File: config.mk
export PLATFORM = sky130hd
export DESIGN_NAME = gre_decapsulator
export DESIGN_NICKNAME = d
export VERILOG_FILES = /design/src/rtl/core/gre_dcp_pkg.sv /design/src/rtl/core/gre_dcp_in_reg.sv /design/src/rtl/core/gre_dcp_parser.sv /design/src/rtl/core/gre_dcp_out_reg.sv /design/src/rtl/core/gre_decapsulator.sv
export SDC_FILE = /design/constraint.sdc
export NUM_CORES = 1
export LEC_CHECK = 0
export BUFFER_PORTS_ARGS = -buffer_cell sky130_fd_sc_hd__buf_4
export CORE_MARGIN = 8
export CORE_UTILIZATION = 45
export CTS_CLUSTER_SIZE = 24
export DETAILED_ROUTE_END_ITERATION = 8
export GPL_TIMING_DRIVEN = 0
export PLACE_DENSITY = 0.66
export SYNTH_ARGS = -nofsm -noshare
export SYNTH_HDL_FRONTEND = slang
export SYNTH_SLANG_ARGS = --single-unit
File: constraint.sdc
create_clock -name clk_i -period 17 [get_ports clk_i]
set_input_delay 0.85 -clock clk_i [delete_from_list [all_inputs] [get_ports clk_i]]
set_output_delay 0.85 -clock clk_i [all_outputs]
set_load 0.005 [all_outputs]
File: src/rtl/core/gre_dcp_pkg.sv
package gre_dcp_pkg;

  localparam int unsigned ByteW     = 8;
  localparam int unsigned LinkW     = 7;
  localparam int unsigned PosW      = 17;
  localparam int unsigned LenW      = 17;
  localparam int unsigned TotLenW   = 16;
  localparam int unsigned HdrWordsW = 4;
  localparam int unsigned OffsW     = 8;   // link + ip header + gre + options stay below 256
  localparam int unsigned RemW      = 18;  // signed room left for the inner packet

  localparam logic [LinkW-1:0] LinkHeaderReset = 7'd14;
  localparam logic [OffsW-1:0] OptWordBytes    = 8'd4;
  localparam logic [OffsW-1:0] GreHeaderBytes  = 8'd4;

  typedef struct packed {
    logic [ByteW-1:0] in_byte;
    logic             in_last;
  } in_t;

  typedef struct packed {
    logic [ByteW-1:0] out_byte;
    logic             out_byte_valid;
    logic             out_last;
    logic [LenW-1:0]  frame_length;
    logic             truncated;
    logic             malformed;
  } out_t;

  // input register contents
  typedef struct packed {
    logic valid;
    in_t  data;
  } item_t;

  // result handed to the output register
  typedef struct packed {
    logic valid;
    out_t data;
  } res_t;

  // option bytes from the top nibble of the gre flag word
  function automatic logic [OffsW-1:0] option_bytes(input logic [3:0] flags_hi);
    logic [OffsW-1:0] n;
    n = '0;
    if (flags_hi[3] | flags_hi[2]) n = n + OptWordBytes;
    if (flags_hi[1])               n = n + OptWordBytes;
    if (flags_hi[0])               n = n + OptWordBytes;
    return n;
  endfunction

endpackage

File: src/rtl/core/gre_dcp_in_reg.sv
module gre_dcp_in_reg (
  input  logic               clk_i,
  input  logic               rst_ni,
  input  logic               in_valid_i,
  output logic               in_stall_o,
  input  gre_dcp_pkg::in_t   in_data_i,
  input  logic               advance_i,
  output gre_dcp_pkg::item_t item_o
);
  import gre_dcp_pkg::*;

  logic valid_q;
  in_t  data_q;

  // hold off only while a request sits here and the next stage cannot move
  assign in_stall_o = valid_q & ~advance_i;

  always_ff @(posedge clk_i or negedge rst_ni) begin
    if (!rst_ni) begin
      valid_q <= 1'b0;
    end else if (!in_stall_o) begin
      valid_q <= in_valid_i;
    end
  end

  always_ff @(posedge clk_i) begin
    if (in_valid_i && !in_stall_o) begin
      data_q <= in_data_i;
    end
  end

  assign item_o.valid = valid_q;
  assign item_o.data  = data_q;

endmodule

File: src/rtl/core/gre_dcp_parser.sv
module gre_dcp_parser (
  input  logic                            clk_i,
  input  logic                            rst_ni,
  input  logic [gre_dcp_pkg::LinkW-1:0]   link_bytes_i,
  input  gre_dcp_pkg::item_t              item_i,
  input  logic                            advance_i,
  output gre_dcp_pkg::res_t               res_o
);
  import gre_dcp_pkg::*;

  logic [PosW-1:0]      pos_q, pos_d;
  logic [HdrWordsW-1:0] hw_q, hw_d;
  logic [TotLenW-1:0]   tl_q, tl_d;
  logic [3:0]           flags_q, flags_d;
  logic [OffsW-1:0]     ist_q, ist_d;
  logic [LenW-1:0]      be_q, be_d;
  logic                 fin_q, fin_d;

  logic [PosW-1:0]  p, link_p, gre_p;
  logic [ByteW-1:0] b;
  logic             last;
  logic [OffsW-1:0] gre_off;
  logic [RemW-1:0]  rem;
  logic             rem_neg, rem_pos;
  logic             done_neg;
  logic [LenW-1:0]  done, be_inc;
  logic             step;

  assign step   = item_i.valid & advance_i;
  assign p      = pos_q;
  assign b      = item_i.data.in_byte;
  assign last   = item_i.data.in_last;
  assign link_p = {{(PosW-LinkW){1'b0}}, link_bytes_i};

  // header field capture, in wire order
  always_comb begin
    hw_d = (p == link_p) ? b[3:0] : hw_q;
    tl_d = tl_q;
    if (p == link_p + 17'd2) tl_d[15:8] = b;
    if (p == link_p + 17'd3) tl_d[7:0]  = b;
    gre_off = {1'b0, link_bytes_i} + {2'b00, hw_d, 2'b00};
    gre_p   = {{(PosW-OffsW){1'b0}}, gre_off};
    flags_d = (p == gre_p) ? b[7:4] : flags_q;
    ist_d   = (p == gre_p + 17'd1)
              ? gre_off + GreHeaderBytes + option_bytes(flags_d) : ist_q;
  end

  // room left for the inner packet and progress through it
  always_comb begin
    rem      = {2'b00, tl_d} - {{(RemW-OffsW){1'b0}}, ist_d}
               + {{(RemW-LinkW){1'b0}}, link_bytes_i};
    rem_neg  = rem[RemW-1];
    rem_pos  = ~rem_neg & (rem != '0);
    done_neg = be_q < {{(LenW-LinkW){1'b0}}, link_bytes_i};
    done     = be_q - {{(LenW-LinkW){1'b0}}, link_bytes_i};
    be_inc   = be_q + 17'd1;
  end

  always_comb begin
    res_o      = '0;
    pos_d      = (pos_q != {PosW{1'b1}}) ? pos_q + 17'd1 : pos_q;
    be_d       = be_q;
    fin_d      = fin_q;
    if (fin_q) begin
      pos_d = pos_q;
    end else if (p < link_p) begin
      // link header copied through
      be_d                    = be_inc;
      res_o.valid             = 1'b1;
      res_o.data.out_byte     = b;
      res_o.data.out_byte_valid = 1'b1;
      res_o.data.out_last     = last;
      res_o.data.frame_length = last ? be_inc : '0;
      res_o.data.truncated    = last;
    end else if ((p > gre_p + 17'd1) && (p >= {{(PosW-OffsW){1'b0}}, ist_d})) begin
      if ((p == {{(PosW-OffsW){1'b0}}, ist_d}) && !rem_pos) begin
        // nothing inside: status only
        res_o.valid             = 1'b1;
        res_o.data.out_last     = 1'b1;
        res_o.data.frame_length = be_q;
        res_o.data.malformed    = rem_neg;
        fin_d                   = 1'b1;
      end else if (rem_pos && !done_neg && ({1'b0, done} < rem)) begin
        be_d                      = be_inc;
        res_o.valid               = 1'b1;
        res_o.data.out_byte       = b;
        res_o.data.out_byte_valid = 1'b1;
        if ({1'b0, done} + 18'd1 == rem) begin
          res_o.data.out_last     = 1'b1;
          res_o.data.frame_length = be_inc;
          fin_d                   = 1'b1;
        end else if (last) begin
          res_o.data.out_last     = 1'b1;
          res_o.data.frame_length = be_inc;
          res_o.data.truncated    = 1'b1;
        end
      end else begin
        fin_d = 1'b1;
      end
    end else if (last) begin
      // capture ended inside the headers
      res_o.valid             = 1'b1;
      res_o.data.out_last     = 1'b1;
      res_o.data.frame_length = be_q;
      res_o.data.truncated    = 1'b1;
    end
    if (!step) begin
      res_o.valid = 1'b0;
    end
  end

  always_ff @(posedge clk_i or negedge rst_ni) begin
    if (!rst_ni) begin
      pos_q   <= '0;
      hw_q    <= '0;
      tl_q    <= '0;
      flags_q <= '0;
      ist_q   <= '0;
      be_q    <= '0;
      fin_q   <= 1'b0;
    end else if (step) begin
      if (last) begin
        pos_q   <= '0;
        hw_q    <= '0;
        tl_q    <= '0;
        flags_q <= '0;
        ist_q   <= '0;
        be_q    <= '0;
        fin_q   <= 1'b0;
      end else if (!fin_q) begin
        pos_q   <= pos_d;
        hw_q    <= hw_d;
        tl_q    <= tl_d;
        flags_q <= flags_d;
        ist_q   <= ist_d;
        be_q    <= be_d;
        fin_q   <= fin_d;
      end
    end
  end

endmodule

File: src/rtl/core/gre_dcp_out_reg.sv
module gre_dcp_out_reg (
  input  logic              clk_i,
  input  logic              rst_ni,
  input  gre_dcp_pkg::res_t res_i,
  output logic              advance_o,
  output logic              out_valid_o,
  input  logic              out_stall_i,
  output gre_dcp_pkg::out_t out_data_o
);
  import gre_dcp_pkg::*;

  logic valid_q;
  out_t data_q;

  // room when empty or when the held request leaves this cycle
  assign advance_o = ~valid_q | ~out_stall_i;

  always_ff @(posedge clk_i or negedge rst_ni) begin
    if (!rst_ni) begin
      valid_q <= 1'b0;
    end else if (advance_o) begin
      valid_q <= res_i.valid;
    end
  end

  always_ff @(posedge clk_i) begin
    if (advance_o && res_i.valid) begin
      data_q <= res_i.data;
    end
  end

  assign out_valid_o = valid_q;
  assign out_data_o  = data_q;

endmodule

File: src/rtl/core/gre_decapsulator.sv
// channel   direction  handshake                payload
// --------  ---------  -----------------------  -----------------------------------
// in        sink       in_valid_i / in_stall_o  in_data_i  : frame byte, last flag
// out       source     out_valid_o/ out_stall_i out_data_o : byte, flags, length
// cfg       sink       cfg_we_i                 cfg_wdata_i: link header bytes
//
// one request per cycle sustained while the output is not stalled; each request goes
// through the input register, then the single-pass parse into the output register
// reset clears all frame state, empties both registers and sets the link
// header length to 14
// output stall backs up through the output and input registers; an input
// request is still taken into an empty input register while a finished result waits to be collected
module gre_decapsulator (
  input  logic                          clk_i,
  input  logic                          rst_ni,
  input  logic                          in_valid_i,
  output logic                          in_stall_o,
  input  gre_dcp_pkg::in_t              in_data_i,
  output logic                          out_valid_o,
  input  logic                          out_stall_i,
  output gre_dcp_pkg::out_t             out_data_o,
  input  logic                          cfg_we_i,
  input  logic [gre_dcp_pkg::LinkW-1:0] cfg_wdata_i
);
  import gre_dcp_pkg::*;

  // link header length register
  logic [LinkW-1:0] link_bytes_q;

  item_t item;
  res_t  res;
  logic  advance;

  always_ff @(posedge clk_i or negedge rst_ni) begin
    if (!rst_ni) begin
      link_bytes_q <= LinkHeaderReset;
    end else if (cfg_we_i) begin
      link_bytes_q <= cfg_wdata_i;
    end
  end

  // input register
  gre_dcp_in_reg u_in_reg (
    .clk_i      (clk_i),
    .rst_ni     (rst_ni),
    .in_valid_i (in_valid_i),
    .in_stall_o (in_stall_o),
    .in_data_i  (in_data_i),
    .advance_i  (advance),
    .item_o     (item)
  );

  // header tracking and the per-byte decision
  gre_dcp_parser u_parser (
    .clk_i        (clk_i),
    .rst_ni       (rst_ni),
    .link_bytes_i (link_bytes_q),
    .item_i       (item),
    .advance_i    (advance),
    .res_o        (res)
  );

  // result register towards the consumer
  gre_dcp_out_reg u_out_reg (
    .clk_i       (clk_i),
    .rst_ni      (rst_ni),
    .res_i       (res),
    .advance_o   (advance),
    .out_valid_o (out_valid_o),
    .out_stall_i (out_stall_i),
    .out_data_o  (out_data_o)
  );

endmodule

== Word-level counts from Yosys, hierarchy flattened ==
Index checks and enable logic that the tools add are counted.

* Bits in registers: 114
* Latch bits: 0
* Bits in writable memories: 0
* Memory bits (read-only): 0
* Bits of input ports: 21
* Memories kept: 0

* Add/sub/neg operators: 14
* $mul: 0
* Div/mod/pow operators: 0
* Magnitude comparators: 5
* Equality and inequality tests: 10
* Shift operators: 0
* Muxes and demuxes: 52
* Bitwise logic cells: 11
* Reduce and logical (&&, ||, !) cells: 17

{| class="wikitable"
|+ Operator list
! operator !! number
|-
| 17-bit two-way mux || 10
|-
| 29-bit two-way mux || 2
|-
| 19-bit two-way mux || 3
|-
| 8-bit two-way mux || 7
|-
| 17-bit == test || 3
|-
| 18-bit two-way mux || 2
|-
| 17-bit by 1-bit adder with 17-bit output (second input constant) || 2
|-
| 17-bit by 8-bit == test with 1-bit output || 2
|-
| 17-bit by 7-bit < comparator with 1-bit output || 2
|-
| 16-bit two-way mux || 2
|-
| 30-bit two-way mux || 1
|-
| 4-bit two-way mux || 6
|-
| 17-bit by 1-bit adder with 18-bit output (second input constant) || 1
|-
| 18-bit by 7-bit adder with 18-bit output || 1
|-
| 18-bit == test || 1
|-
| 17-bit by 18-bit < comparator with 1-bit output || 1
|-
| 9-bit two-way mux || 2
|-
| 18-bit nonzero test || 1
|-
| 17-bit by 7-bit == test with 1-bit output || 1
|-
| 17-bit by 8-bit greater-or-equal comparator with 1-bit output || 1
|-
| 17-bit greater-than comparator || 1
|-
| 17-bit != test (second input constant) || 1
|-
| 16-bit by 8-bit subtractor with 17-bit output || 1
|-
| 17-bit by 7-bit subtractor with 17-bit output || 1
|-
| other kinds (21) || 54
|}

== Longest topological paths before layout ==
* Depth after elaboration: 26
* Depth in mapped cells: 50
* Mapped depth without buffers: 47

== Cells and area by module ==
Synthesis repeated with hierarchy kept, for this count alone.

* Cell total of the unflattened synthesis: 1103
* Area total of the unflattened synthesis: 9955.8 µm²

{| class="wikitable"
|+ By module, submodules not included
! module !! instances !! cells an instance !! area an instance (µm²) !! seq. area each (µm²)
|-
| gre_dcp_parser || 1 || 1040 || 8406.8 || 1676.6
|-
| gre_dcp_out_reg || 1 || 33 || 918.4 || 895.9
|-
| gre_dcp_in_reg || 1 || 15 || 335.3 || 295.3
|-
| gre_decapsulator || 1 || 15 || 295.3 || 178.9
|}

== Worst setup path before layout ==
OpenSTA, ideal clock, no wires.

* Kind: register to register
* From: reg u_parser.pos_q[13], in the netlist u_parser.p[13]
* To: reg u_out_reg.data_q, in the netlist u_out_reg.out_data_o[0], enable pin
* Arrival: 10.376 ns
* Setup slack: 6.227 ns
* Cell stages (with the launch flop): 44
* Period minus slack after synthesis: 10.773 ns
* Path through: dfrtp_1 > or4_1 > or3_1 > nor2_1 > nand2_1 > mux2_2 > ha_1 > inv_1 > fa_1 > nand2b_1 > a21oi_1 > xnor2_1 > xnor2_1 > or4_1 > clkbuf_1 > mux2i_1 > inv_1 > ha_1 > [8 not listed] > ha_1 > o21a_1 > o21a_1 > or2_2 > maj3_2 > buf_2 > a21oi_1 > xnor2_1 > nand4_2 > nor4_1 > nor2_1 > ha_1 > nand3_1 > a21boi_0 > a211o_1 > nor3b_1 > a31oi_4 > a21boi_2

* Longest elaborated chain between the ends: 26
* Elaborated cells between the ends (all ways): 42

{| class="wikitable"
|+ Ends and longest elaborated chain
! element !! RTL line !! source
|-
| start: declaration || gre_dcp_parser.sv:11 || <nowiki>logic [PosW-1:0] pos_q, pos_d;</nowiki>
|-
| start signal: assignment || gre_dcp_parser.sv:131 || <nowiki>pos_q <= pos_d;</nowiki>
|-
| parallel branches: the longest is 22 deep, another holds 7-bit by 6-bit adder with 8-bit output || -- ||
|-
| 29-bit two-way mux * || gre_dcp_parser.sv:66 || <nowiki>end else if (p < link_p) begin</nowiki>
|-
| 30-bit two-way mux * || gre_dcp_parser.sv:64 || <nowiki>if (fin_q) begin</nowiki>
|-
| 1-bit two-way mux * || gre_dcp_parser.sv:107 || <nowiki>if (!step) begin</nowiki>
|-
| 1-bit logical AND * || gre_dcp_out_reg.sv:27 || <nowiki>if (advance_o && res_i.valid) begin</nowiki>
|-
| end signal: assignment || gre_dcp_out_reg.sv:28 || <nowiki>data_q <= res_i.data;</nowiki>
|-
| end: declaration || gre_dcp_out_reg.sv:13 || <nowiki>out_t data_q;</nowiki>
|}

Every way passes the cells marked *.
A chain may end at the register's enable or synchronous reset.

== Worst setup path in the final report ==
* From: reg u_parser.pos_q[13], in the netlist u_parser.p[13]
* To: reg u_out_reg.data_q, in the netlist u_out_reg.out_data_o[10], enable pin

Same word-level chain as after synthesis.

==> results.sh <==
export IMPL_post_route_period_util=0.710
export IMPL_yosys_area_share_adder=0.111
export IMPL_numCtsBuffers=17
export IMPL_synth_distinct_cells=92
export IMPL_internal_power_uw=747
export IMPL_hold_path_depth=2
export IMPL_synth_edf_count=38
export IMPL_clkTransAtPathRegs_ps=50
export IMPL_via_per_inst=5.86
export IMPL_core_um2=21800
export IMPL_area_delta_synth_final_pct=13.4
export IMPL_dr_first_iter_drc_count=551
export IMPL_cts_tree="built"
export IMPL_clock_sinks=114
export IMPL_drc=0
export IMPL_leakage_nw=4.79
export IMPL_drive_gt1_frac=0.129
export IMPL_crit_path_max_fanout=22
export IMPL_cp_start_kind="flop"
export IMPL_hpwl_um=21000
export IMPL_root_buffer="clkbuf_16"
export IMPL_yosys_mux_area_fraction=0.0337
export IMPL_ctsResizeCount=0
export IMPL_syn_num_nets=1229
export IMPL_synth_compound_area_frac=0.184
export IMPL_p_switching_uw=462
export IMPL_antenna_cells=0
export IMPL_post_cts_buffers=0
export IMPL_grt_total_usage=0.208
export IMPL_routed_via_count=8729
export IMPL_drt_total_wl_um=27500
export IMPL_finalHoldViolations=0
export IMPL_io_pin_count=52
export IMPL_mappedNetlistArea_um2=9980
export IMPL_setup_ws_ps=4940
export IMPL_synth_largest_area_cell="dfrtp_1"
export IMPL_rsz0062_at_grt="no"
export IMPL_yosys_area_share_simple=0.219
export IMPL_avgSynthCellArea_um2=8.87
export IMPL_p_comb_frac=0.441
export IMPL_yosysWarnings=0
export IMPL_grt_pass1_wl_um=44600
export IMPL_seq_area_frac_synth=0.305
export IMPL_critical_path_class="flop to flop"
export IMPL_initial_core_util=0.457
export IMPL_hold_class="flop to flop"
export IMPL_syn_inst=1125
export IMPL_synth_seq_cells=114
export IMPL_nets=1300
export IMPL_cp_slowest_cell="or4_1"
export IMPL_synth_top_family_by_area="simple AND/OR/NAND/NOR gates"
export IMPL_synth_top_area_frac=0.183
export IMPL_timing_setup_tns_ps=0
export IMPL_place_gp_congestion=0.913
export IMPL_fp_dieW_um=165
export IMPL_final_cell_mix="nand2_1, nor2_1, ha_1, xnor2_1, dfrtp_1"
export IMPL_slew_limit_headroom=0.309
export IMPL_layout_min_cycle_time_ps=12060
export IMPL_wl_per_cell_um=18.5
export IMPL_h_tree_depth=4
export IMPL_dr_pass1_iters=5
export IMPL_p_clk_frac=0.288
export IMPL_ir_worst_vdd_mv=0.0789
export IMPL_pre_cts_slack_ps=5000
export IMPL_worst_ep_arrival_time_ps=12190
export IMPL_grt_pass1_vias=8560
export IMPL_clk_latency_ps=420
export IMPL_die_h_um=165
export IMPL_ys_async_sr_fraction=0.667
export IMPL_slowest_delay_ps=600
export IMPL_num_rows=54
export IMPL_finalSetupViolations=0
export IMPL_pwr_share_seq=0.271
export IMPL_final_max_slew_violation_count=0
export IMPL_crit_required_ps=17120
export IMPL_dieArea_um2=27200
export IMPL_final_antenna_net_count=0
export IMPL_cap_violations=0
export IMPL_fmax_ghz=0.0829
export IMPL_layout_commonest_cell="nand2_1"
export IMPL_ff2ff_path_depth=43
export IMPL_dp_cells=1457
export IMPL_yosys_area_share_xor_xnor=0.106
export IMPL_antenna_found_initial=0
export IMPL_total_power_mw=1.21
export IMPL_cts_hold_buf=0
export IMPL_fin_area_um2=11300
export IMPL_switching_share=0.382
export IMPL_synth_area_leaders="dfrtp_1, edfxtp_1, ha_1, xnor2_1, nand2_1"
export IMPL_powerDensity_nw_per_um2=107
export IMPL_clock_path_buffers=2
export IMPL_place_area_um2=10700
export IMPL_endpoint_kind="flop"
export IMPL_grt_max_degree=77
export IMPL_worstMarginPinSlew_ps=1030
export IMPL_instances_no_fill=1489
export IMPL_status="complete, no violations"
export IMPL_io_buffers=51
export IMPL_synth_ff_type="dfrtp_1"
export IMPL_fin_skew_ps=7.82
export IMPL_overflow=0
-- critical path, delay by kind of cell, from the launching register on --
| kind | cells | cell delay [ps] |
|---|---|---|
| xor gates and xnor gates | 4 | 1090 |
| muxes | 2 | 580 |
| DFF | 1 | 410 |
| adders and majority gates | 8 | 2380 |
| and+or+nand+nor | 12 | 4010 |
| AOI/OAI and AO/OA | 8 | 1940 |
| buffers and inverters | 9 | 1290 |
-- flip-flops by register name, summed over array words and instances, names as in the netlist --
signal                 cells
u_parser.p                17
u_in_reg.item_o            9
u_parser.ist_q             8
u_out_reg.out_valid_o      1
u_parser.tl_q             16
link_bytes_q               7
u_parser.be_q             17
u_out_reg.out_data_o      29
u_parser.fin_q             1
u_parser.hw_q              4
u_in_reg.valid_q           1
u_parser.flags_q           4
-- cell type report --
cell class,instances,area [µm²]
Clock inverter,15,143
Sequential cell,114,3050
Timing Repair Buffer,52,410
Tap cell,280,350
Inverter,60,225
Fill cell,2049,10500
Multi-Input combinational cell,910,6540
Buffer,41,180
Clock buffer,17,425
-- path summary, 6_finish.rpt --
check,start,slack [ps],end
max,u_parser.p[13]$_DFFE_PN0P_,4940,u_out_reg.out_data_o[10]$_SDFFCE_PP0P_
max reg2reg,u_parser.p[13]$_DFFE_PN0P_,4940,u_out_reg.out_data_o[10]$_SDFFCE_PP0P_
max in group asynchronous,rst_ni,15720,u_parser.tl_q[14]$_DFFE_PN0P_
min reg2reg,u_parser.tl_q[0]$_DFFE_PN0P_,480,u_parser.tl_q[0]$_DFFE_PN0P_
min,u_parser.tl_q[0]$_DFFE_PN0P_,480,u_parser.tl_q[0]$_DFFE_PN0P_
min in group asynchronous,rst_ni,610,u_parser.p[10]$_DFFE_PN0P_
-- metrics by stage --
step	utilization	hold WS [ps]
floorplan	-	445
CTS	0.519	482
finish	0.519	479
global route	0.519	515
global placement	0.491	458
detailed placement	0.492	470
-- Yosys cell counts, types with 20 or more instances --
cell,instances
nand2_1,97
ha_1,78
nor2_1,78
xnor2_1,74
dfrtp_1,73
o21ai_0,71
nand3_1,59
inv_1,58
a21oi_1,40
edfxtp_1,38
xor2_1,34
nor3_1,29
clkbuf_1,28
and3_1,27
a22o_1,20
-- kinds of logic (layout without fill, tap and decap cells) --
family                     Yosys count  in the layout
buffers and inverters              101            185
other                                1              1
xor gates and xnor gates           113            113
adders and majority gates           86             86
and+or+nand+nor                    419            419
AOI/OAI and AO/OA                  259            259
muxes                               32             32
DFF                                114            114
-- routing by layer --
metal,wire length [µm],track usage,vias up
met4,742,0.0803,0
li1,-,-,4246
met3,1250,0.0314,48
met1,12500,0.272,4202
met5,0,0,-
met2,13000,0.341,233
-- power groups by stage --
| stage | clock network (mW) | registers, mW | logic [mW] |
|---|---|---|---|
| 2_1_floorplan | 0 | 0.326 | 0.408 |
| 3_3_place_gp | 0 | 0.332 | 0.517 |
| 3_5_place_dp | 0 | 0.332 | 0.529 |
| 4_1_cts | 0.354 | 0.327 | 0.533 |
| 5_1_grt | 0.364 | 0.330 | 0.593 |
| 6_report | 0.348 | 0.327 | 0.533 |
(Power assumes the default switching activity.)
